==> src/rtl/hsl2rgb_pkg.sv <==
// Package for the HSL to RGB pixel converter: fixed-point widths, sextant codes,
// byte-to-unit scaling and hue splitting functions. No dependencies.
package hsl2rgb_pkg;

    localparam int FRAC_BITS = 16;
    localparam int FX_W      = FRAC_BITS + 1;
    localparam int SUM_W     = FRAC_BITS + 2;
    localparam int PROD_W    = 2 * FX_W;
    localparam int SCL_W     = SUM_W + 8;

    typedef logic [FRAC_BITS-1:0] t_frac;
    typedef logic [FX_W-1:0]      t_fx;

    localparam t_fx        FX_ONE   = {1'b1, {FRAC_BITS{1'b0}}};
    localparam logic [7:0] BYTE_MAX = 8'd255;
    localparam logic [2:0] HUE_LAST = 3'd6;

    typedef enum logic [2:0] {
        SEXT_RY = 3'd0,
        SEXT_YG = 3'd1,
        SEXT_GC = 3'd2,
        SEXT_CB = 3'd3,
        SEXT_BM = 3'd4,
        SEXT_MR = 3'd5
    } t_sextant;

    typedef struct packed {
        logic [2:0] q;
        logic [7:0] r;
    } t_hue_split;

    // floor(r * 2^FRAC_BITS / 255) for r < 255: the byte repeated as a binary fraction
    function automatic t_frac rep_frac(input logic [7:0] r);
        t_frac f;
        for (int i = 0; i < FRAC_BITS; i++) begin
            f[FRAC_BITS-1-i] = r[7 - (i % 8)];
        end
        return f;
    endfunction

    function automatic t_fx unit_scale(input logic [7:0] x);
        t_fx v;
        if (x == BYTE_MAX) begin
            v = FX_ONE;
        end else begin
            v = {1'b0, rep_frac(x)};
        end
        return v;
    endfunction

    // split 6*h into 255*q + r
    function automatic t_hue_split hue_split(input logic [7:0] h);
        logic [10:0] x;
        logic [2:0]  q;
        t_hue_split  s;
        x = (11'(h) << 2) + (11'(h) << 1);
        q = 3'd0;
        for (int k = 1; k <= 6; k++) begin
            if (x >= 11'(255 * k)) begin
                q = 3'(k);
            end
        end
        s.q = q;
        s.r = 8'(x - ((11'(q) << 8) - 11'(q)));
        return s;
    endfunction

endpackage

==> src/rtl/hsl_to_rgb_pixel_converter_core.sv <==
// HSL to RGB pixel converter, four-stage pipeline; uses hsl2rgb_pkg.
// Throughput: one word per cycle while the receiver keeps i_ready high; each stage
// holds one word and advances when the stage after it is empty or advancing; two
// multipliers sit in stages 2 and 3.
// Reset: synchronous active-low i_rst_n clears all stage valid bits.
module hsl_to_rgb_pixel_converter_core (
    input  logic       i_clk,
    input  logic       i_rst_n,
    input  logic       i_valid,
    output logic       o_ready,
    input  logic [7:0] i_hue_code,
    input  logic [7:0] i_saturation,
    input  logic [7:0] i_lightness,
    output logic       o_valid,
    input  logic       i_ready,
    output logic [7:0] o_red,
    output logic [7:0] o_green,
    output logic [7:0] o_blue
);

    function automatic logic [7:0] to_byte(input hsl2rgb_pkg::t_fx comp,
                                           input hsl2rgb_pkg::t_fx off);
        logic [hsl2rgb_pkg::SUM_W-1:0] sum;
        logic [hsl2rgb_pkg::SCL_W-1:0] t;
        logic [hsl2rgb_pkg::SCL_W-hsl2rgb_pkg::FRAC_BITS-1:0] s;
        sum = hsl2rgb_pkg::SUM_W'(comp) + hsl2rgb_pkg::SUM_W'(off);
        t   = (hsl2rgb_pkg::SCL_W'(sum) << 8) - hsl2rgb_pkg::SCL_W'(sum);
        s   = t[hsl2rgb_pkg::SCL_W-1:hsl2rgb_pkg::FRAC_BITS];
        if (s > (hsl2rgb_pkg::SCL_W-hsl2rgb_pkg::FRAC_BITS)'(hsl2rgb_pkg::BYTE_MAX)) begin
            return hsl2rgb_pkg::BYTE_MAX;
        end
        return s[7:0];
    endfunction

    logic r_v1, r_v2, r_v3, r_v4;
    logic rdy1, rdy2, rdy3, rdy4;

    assign rdy4    = !r_v4 || i_ready;
    assign rdy3    = !r_v3 || rdy4;
    assign rdy2    = !r_v2 || rdy3;
    assign rdy1    = !r_v1 || rdy2;
    assign o_ready = rdy1;
    assign o_valid = r_v4;

    always_ff @(posedge i_clk) begin
        if (!i_rst_n) begin
            r_v1 <= 1'b0;
            r_v2 <= 1'b0;
            r_v3 <= 1'b0;
            r_v4 <= 1'b0;
        end else begin
            if (rdy1) begin
                r_v1 <= i_valid;
            end
            if (rdy2) begin
                r_v2 <= r_v1;
            end
            if (rdy3) begin
                r_v3 <= r_v2;
            end
            if (rdy4) begin
                r_v4 <= r_v3;
            end
        end
    end

    // stage 1: scale bytes, split hue, form chroma and secondary factors
    hsl2rgb_pkg::t_hue_split        hs;
    hsl2rgb_pkg::t_fx               n_lf, n_sf, n_a, n_w;
    logic [hsl2rgb_pkg::SUM_W-1:0]  dbl_lf;
    hsl2rgb_pkg::t_sextant          n_sext;

    always_comb begin
        hs     = hsl2rgb_pkg::hue_split(i_hue_code);
        n_lf   = hsl2rgb_pkg::unit_scale(i_lightness);
        n_sf   = hsl2rgb_pkg::unit_scale(i_saturation);
        dbl_lf = {n_lf, 1'b0};
        if (n_lf[hsl2rgb_pkg::FRAC_BITS] || n_lf[hsl2rgb_pkg::FRAC_BITS-1]) begin
            n_a = hsl2rgb_pkg::FX_W'({hsl2rgb_pkg::FX_ONE, 1'b0} - dbl_lf);
        end else begin
            n_a = hsl2rgb_pkg::FX_W'(dbl_lf);
        end
        if (hs.q[0]) begin
            n_w = hsl2rgb_pkg::FX_ONE - {1'b0, hsl2rgb_pkg::rep_frac(hs.r)};
        end else begin
            n_w = {1'b0, hsl2rgb_pkg::rep_frac(hs.r)};
        end
        if (hs.q >= hsl2rgb_pkg::HUE_LAST) begin
            n_sext = hsl2rgb_pkg::SEXT_MR;
        end else begin
            n_sext = hsl2rgb_pkg::t_sextant'(hs.q);
        end
    end

    hsl2rgb_pkg::t_fx      r_s1_lf, r_s1_sf, r_s1_a, r_s1_w;
    hsl2rgb_pkg::t_sextant r_s1_sext;

    always_ff @(posedge i_clk) begin
        if (rdy1) begin
            r_s1_lf   <= n_lf;
            r_s1_sf   <= n_sf;
            r_s1_a    <= n_a;
            r_s1_w    <= n_w;
            r_s1_sext <= n_sext;
        end
    end

    // stage 2: chroma
    logic [hsl2rgb_pkg::PROD_W-1:0] n_cprod;
    hsl2rgb_pkg::t_fx               r_s2_chroma, r_s2_lf, r_s2_w;
    hsl2rgb_pkg::t_sextant          r_s2_sext;

    assign n_cprod = hsl2rgb_pkg::PROD_W'(r_s1_a) * hsl2rgb_pkg::PROD_W'(r_s1_sf);

    always_ff @(posedge i_clk) begin
        if (rdy2) begin
            r_s2_chroma <= n_cprod[hsl2rgb_pkg::FRAC_BITS +: hsl2rgb_pkg::FX_W];
            r_s2_lf     <= r_s1_lf;
            r_s2_w      <= r_s1_w;
            r_s2_sext   <= r_s1_sext;
        end
    end

    // stage 3: secondary component and offset
    logic [hsl2rgb_pkg::PROD_W-1:0] n_xprod;
    hsl2rgb_pkg::t_fx               n_off;
    hsl2rgb_pkg::t_fx               r_s3_chroma, r_s3_second, r_s3_off;
    hsl2rgb_pkg::t_sextant          r_s3_sext;

    assign n_xprod = hsl2rgb_pkg::PROD_W'(r_s2_chroma) * hsl2rgb_pkg::PROD_W'(r_s2_w);
    assign n_off   = r_s2_lf - (r_s2_chroma >> 1);

    always_ff @(posedge i_clk) begin
        if (rdy3) begin
            r_s3_chroma <= r_s2_chroma;
            r_s3_second <= n_xprod[hsl2rgb_pkg::FRAC_BITS +: hsl2rgb_pkg::FX_W];
            r_s3_off    <= n_off;
            r_s3_sext   <= r_s2_sext;
        end
    end

    // stage 4: order components, add offset, scale to bytes
    hsl2rgb_pkg::t_fx r1, g1, b1;
    logic [7:0]       n_red, n_green, n_blue;

    always_comb begin
        case (r_s3_sext)
            hsl2rgb_pkg::SEXT_RY: begin
                r1 = r_s3_chroma; g1 = r_s3_second; b1 = '0;
            end
            hsl2rgb_pkg::SEXT_YG: begin
                r1 = r_s3_second; g1 = r_s3_chroma; b1 = '0;
            end
            hsl2rgb_pkg::SEXT_GC: begin
                r1 = '0; g1 = r_s3_chroma; b1 = r_s3_second;
            end
            hsl2rgb_pkg::SEXT_CB: begin
                r1 = '0; g1 = r_s3_second; b1 = r_s3_chroma;
            end
            hsl2rgb_pkg::SEXT_BM: begin
                r1 = r_s3_second; g1 = '0; b1 = r_s3_chroma;
            end
            default: begin
                r1 = r_s3_chroma; g1 = '0; b1 = r_s3_second;
            end
        endcase
        n_red   = to_byte(r1, r_s3_off);
        n_green = to_byte(g1, r_s3_off);
        n_blue  = to_byte(b1, r_s3_off);
    end

    logic [7:0] r_red, r_green, r_blue;

    always_ff @(posedge i_clk) begin
        if (rdy4) begin
            r_red   <= n_red;
            r_green <= n_green;
            r_blue  <= n_blue;
        end
    end

    assign o_red   = r_red;
    assign o_green = r_green;
    assign o_blue  = r_blue;

endmodule

==> config.mk <==
export PLATFORM = sky130hd
export DESIGN_NAME = hsl_to_rgb_pixel_converter_core
export DESIGN_NICKNAME = d
export VERILOG_FILES = /design/src/rtl/hsl2rgb_pkg.sv /design/src/rtl/hsl_to_rgb_pixel_converter_core.sv
export SDC_FILE = /design/constraint.sdc
export NUM_CORES = 2
export LEC_CHECK = 0
export ABC_AREA = 1
export BUFFER_PORTS_ARGS = -buffer_cell sky130_fd_sc_hd__buf_2
export CELL_PAD_IN_SITES_DETAIL_PLACEMENT = 0
export CELL_PAD_IN_SITES_GLOBAL_PLACEMENT = 1
export CORE_UTILIZATION = 42
export CTS_CLUSTER_SIZE = 12
export DETAILED_ROUTE_END_ITERATION = 12
export GPL_ROUTABILITY_DRIVEN = 0
export PLACE_DENSITY_LB_ADDON = 0.1
export SLEW_MARGIN = 25
export SYNTH_ARGS = -nofsm -noshare
export SYNTH_HDL_FRONTEND = slang
export SYNTH_SLANG_ARGS = --single-unit
==> constraint.sdc <==
create_clock -name i_clk -period 17.6 [get_ports i_clk]
set_clock_uncertainty 0.1 [all_clocks]
set_input_delay 1.76 -clock i_clk [delete_from_list [all_inputs] [get_ports i_clk]]
set_output_delay 1.76 -clock i_clk [all_outputs]
set_load 0.005 [all_outputs]
==> flow_summary.toml <==
[outcome]
status = "finished clean"

[layout]
fillCellCount = 7080
antenna_cells = 0
area_growth_syn_to_layout_pct = 6.16
final_nets = 4447
design_area_um2 = 31500
drive_gt1_share_pct = 4.78
stdcell_count = 4622

[logic_synthesis]
synth_area_leaders = "fa_1 (29%), edfxtp_1 (16%), ha_1 (13%)"
synth_area_um2 = 29700
ys_warn_count = 0
synth-seq-cells = 167
synth.net_count = 4441
async_reset_ff_share_pct = 0
synth_edf_count = 163
avgSynthCellArea_um2 = 8.11
seq_area_frac_synth_pct = 16.7
ys.flop_type = "edfxtp_1"
syn_inst = 3663
yosysMostFrequentCell = "inv_1"
synthTopCellsByCount = "inv_1 (1005), nand2_1 (737), fa_1 (432)"
synth.distinct_cells = 53
synth_top_area_share_pct = 29.1
yosys.area.top_type = "fa_1"

[setup_path]
required_ns = 17.74
crit_path_start_kind = "register"
cp_max_fo = 16
rrSetupSlack_ns = 10.62
cp-end-kind = "register"
worstSetupPathType = "register to register"
worstPathArrival_ns = 7.12

[floorplan]
core_area_um2 = 70000
die_area_um2 = 71800
die-width_um = 268
rows = 97
die_h_um = 268
io_pins = 54
start_util_pct = 42.4

[timing]
tightest_slew_ns = 1.06
setup_violations = 0
period_needed_ns = 6.98
rsz0062_at_grt = "no"
slew_violations = 0
slew_headroom_pct = 29.0
setup_tns_ns = 0
period_share_pct = 39.7
hold_viol = 0
fmax_ghz = 0.143

[clocking]
h-tree-depth = 4
cts_setup_buffers = 0
root_buffer = "clkbuf_16"
cts_max_path_buffers = 2
cts.sinks = 167
clk_latency_ns = 0.49
cts_buffers = 17
tritoncts = "yes"
clk_pin_slew_ns = 0.07
hold_buffers = 0
cts_resized = 0

[routing]
wl_um = 81500
wl_per_cell_um = 17.6
viasPerCell = 4.97
drtAntennaViolNets = 0
drc = 0
drtIter0Drc = 1475
first_pass_iters = 5
dr_total_vias = 23000

[grt]
grt_usage_pct = 23.7
grt_max_degree = 56
grt_pass1_vias = 24100
grt_pass1_wl_um = 131000
grt-ovfl-total = 0
antenna_found_initial = 1

[place]
place_area_um2 = 31000
placed_cells = 4590
dp_hpwl_um = 68400
io_buffers = 53

[hold_path]
hp-class = "register to register"

[job]
cap_violations = 0
## metrics by stage
stage / util [%] / hold slack, ns / setup slack (ns)
finish: 45.0 / 0.322 / 10.62
global route: 45.0 / 0.328 / 10.39
CTS: 45.0 / 0.325 / 10.70
detailed placement: 44.2 / 0.307 / 10.72
global placement: 44.2 / 0.301 / 10.79
floorplan: - / 0.300 / 10.96
## layout by cell type (no fill, tap or decap), types with 5 or more instances in the layout
master	Yosys	routed
a31oi_1	10	10
nand2_2	23	24
nor3_1	28	28
nor2_2	9	9
nand4_1	24	24
or2_2	6	6
a21boi_0	5	5
a21o_1	9	9
a21oi_1	150	150
nand3_1	131	131
edfxtp_1	163	163
xnor2_1	33	33
o22ai_1	53	53
inv_1	1005	1004
nand3_2	6	6
fa_1	432	432
buf_4	0	12
nand3b_1	7	7
nor2_1	193	193
o21bai_1	6	6
o21ai_0	65	65
nor4_1	11	11
buf_2	0	53
inv_2	12	13
clkbuf_16	0	17
xor2_1	82	82
ha_1	318	318
o21a_1	7	7
nand2_1	737	736
o21ai_1	12	10
a211oi_1	6	6
## sequential cells by signal, indices dropped and copies added, names as in the netlist, 8 cells and up
name / flops
r_s2_chroma: 17
r_s3_chroma: 17
r_s3_off: 17
r_s3_second: 17
r_s1_a: 15
r_s1_w: 10
r_s2_w: 10
r_s1_lf: 9
r_s1_sf: 9
r_s2_lf: 9
o_blue: 8
o_green: 8
o_red: 8
## final timing paths
check,end,cells after the start,startpoint
min reg2reg,r_s2_lf[10]$_DFFE_PP_,0,r_s1_lf[10]$_DFFE_PP_
max reg2reg,r_s2_chroma[14]$_DFFE_PP_,23,r_s1_sf[14]$_SDFFCE_PP0P_
min,r_s2_lf[10]$_DFFE_PP_,0,r_s1_lf[10]$_DFFE_PP_
max,r_s2_chroma[14]$_DFFE_PP_,23,r_s1_sf[14]$_SDFFCE_PP0P_
## layer usage
metal,vias up,global-route usage (%),share of wire (%)
met5,-,0,0
met4,0,6.04,1.9
met3,91,2.87,4.7
met2,520,39.2,47
met1,11200,33.0,46
li1,11200,-,-
## critical path, stage by stage (launching register included)
cell and delay [ns]:
edfxtp_1 0.86, nand2_1 0.24, fa_1 0.57, inv_1 0.06
fa_1 0.53, inv_1 0.05, fa_1 0.49, inv_1 0.05
fa_1 0.47, inv_1 0.06, fa_1 0.54, inv_1 0.06
fa_1 0.47, ha_1 0.34, a21oi_1 0.16, o21ai_0 0.09
o21bai_1 0.15, a21oi_1 0.26, inv_1 0.10, a21oi_1 0.40
o21ai_0 0.22, a21o_1 0.22, a21oi_1 0.16, xor2_1 0.08
## logic make-up (layout without fill, tap and decap cells)
group | count (synthesis) | after routing | synth area share [%]
adder cells (fa/ha/maj) | 750 | 750 | 42.5
XOR/XNOR | 118 | 118 | 3.55
other | 1 | 1 | 0.0126
AND/OR/NAND/NOR | 1187 | 1187 | 16.8
AO/OA/AOI/OAI | 343 | 343 | 6.56
buffers and inverters | 1097 | 1116 | 13.9
flip-flops | 167 | 167 | 16.7
## layout make-up
type	count	area [um^2]	area share, %
multi-input cells	2399	20600	65.4
flip-flops and latches	167	4970	15.8
inverters	1019	3820	12.1
well taps	940	1180	3.73
clock buffers	17	425	1.35
repair buffers	65	355	1.13
clock inverters	15	156	0.496
Power is not shown: default switching activity piles up to over one toggle a cycle in this logic, so the estimate is an artifact.
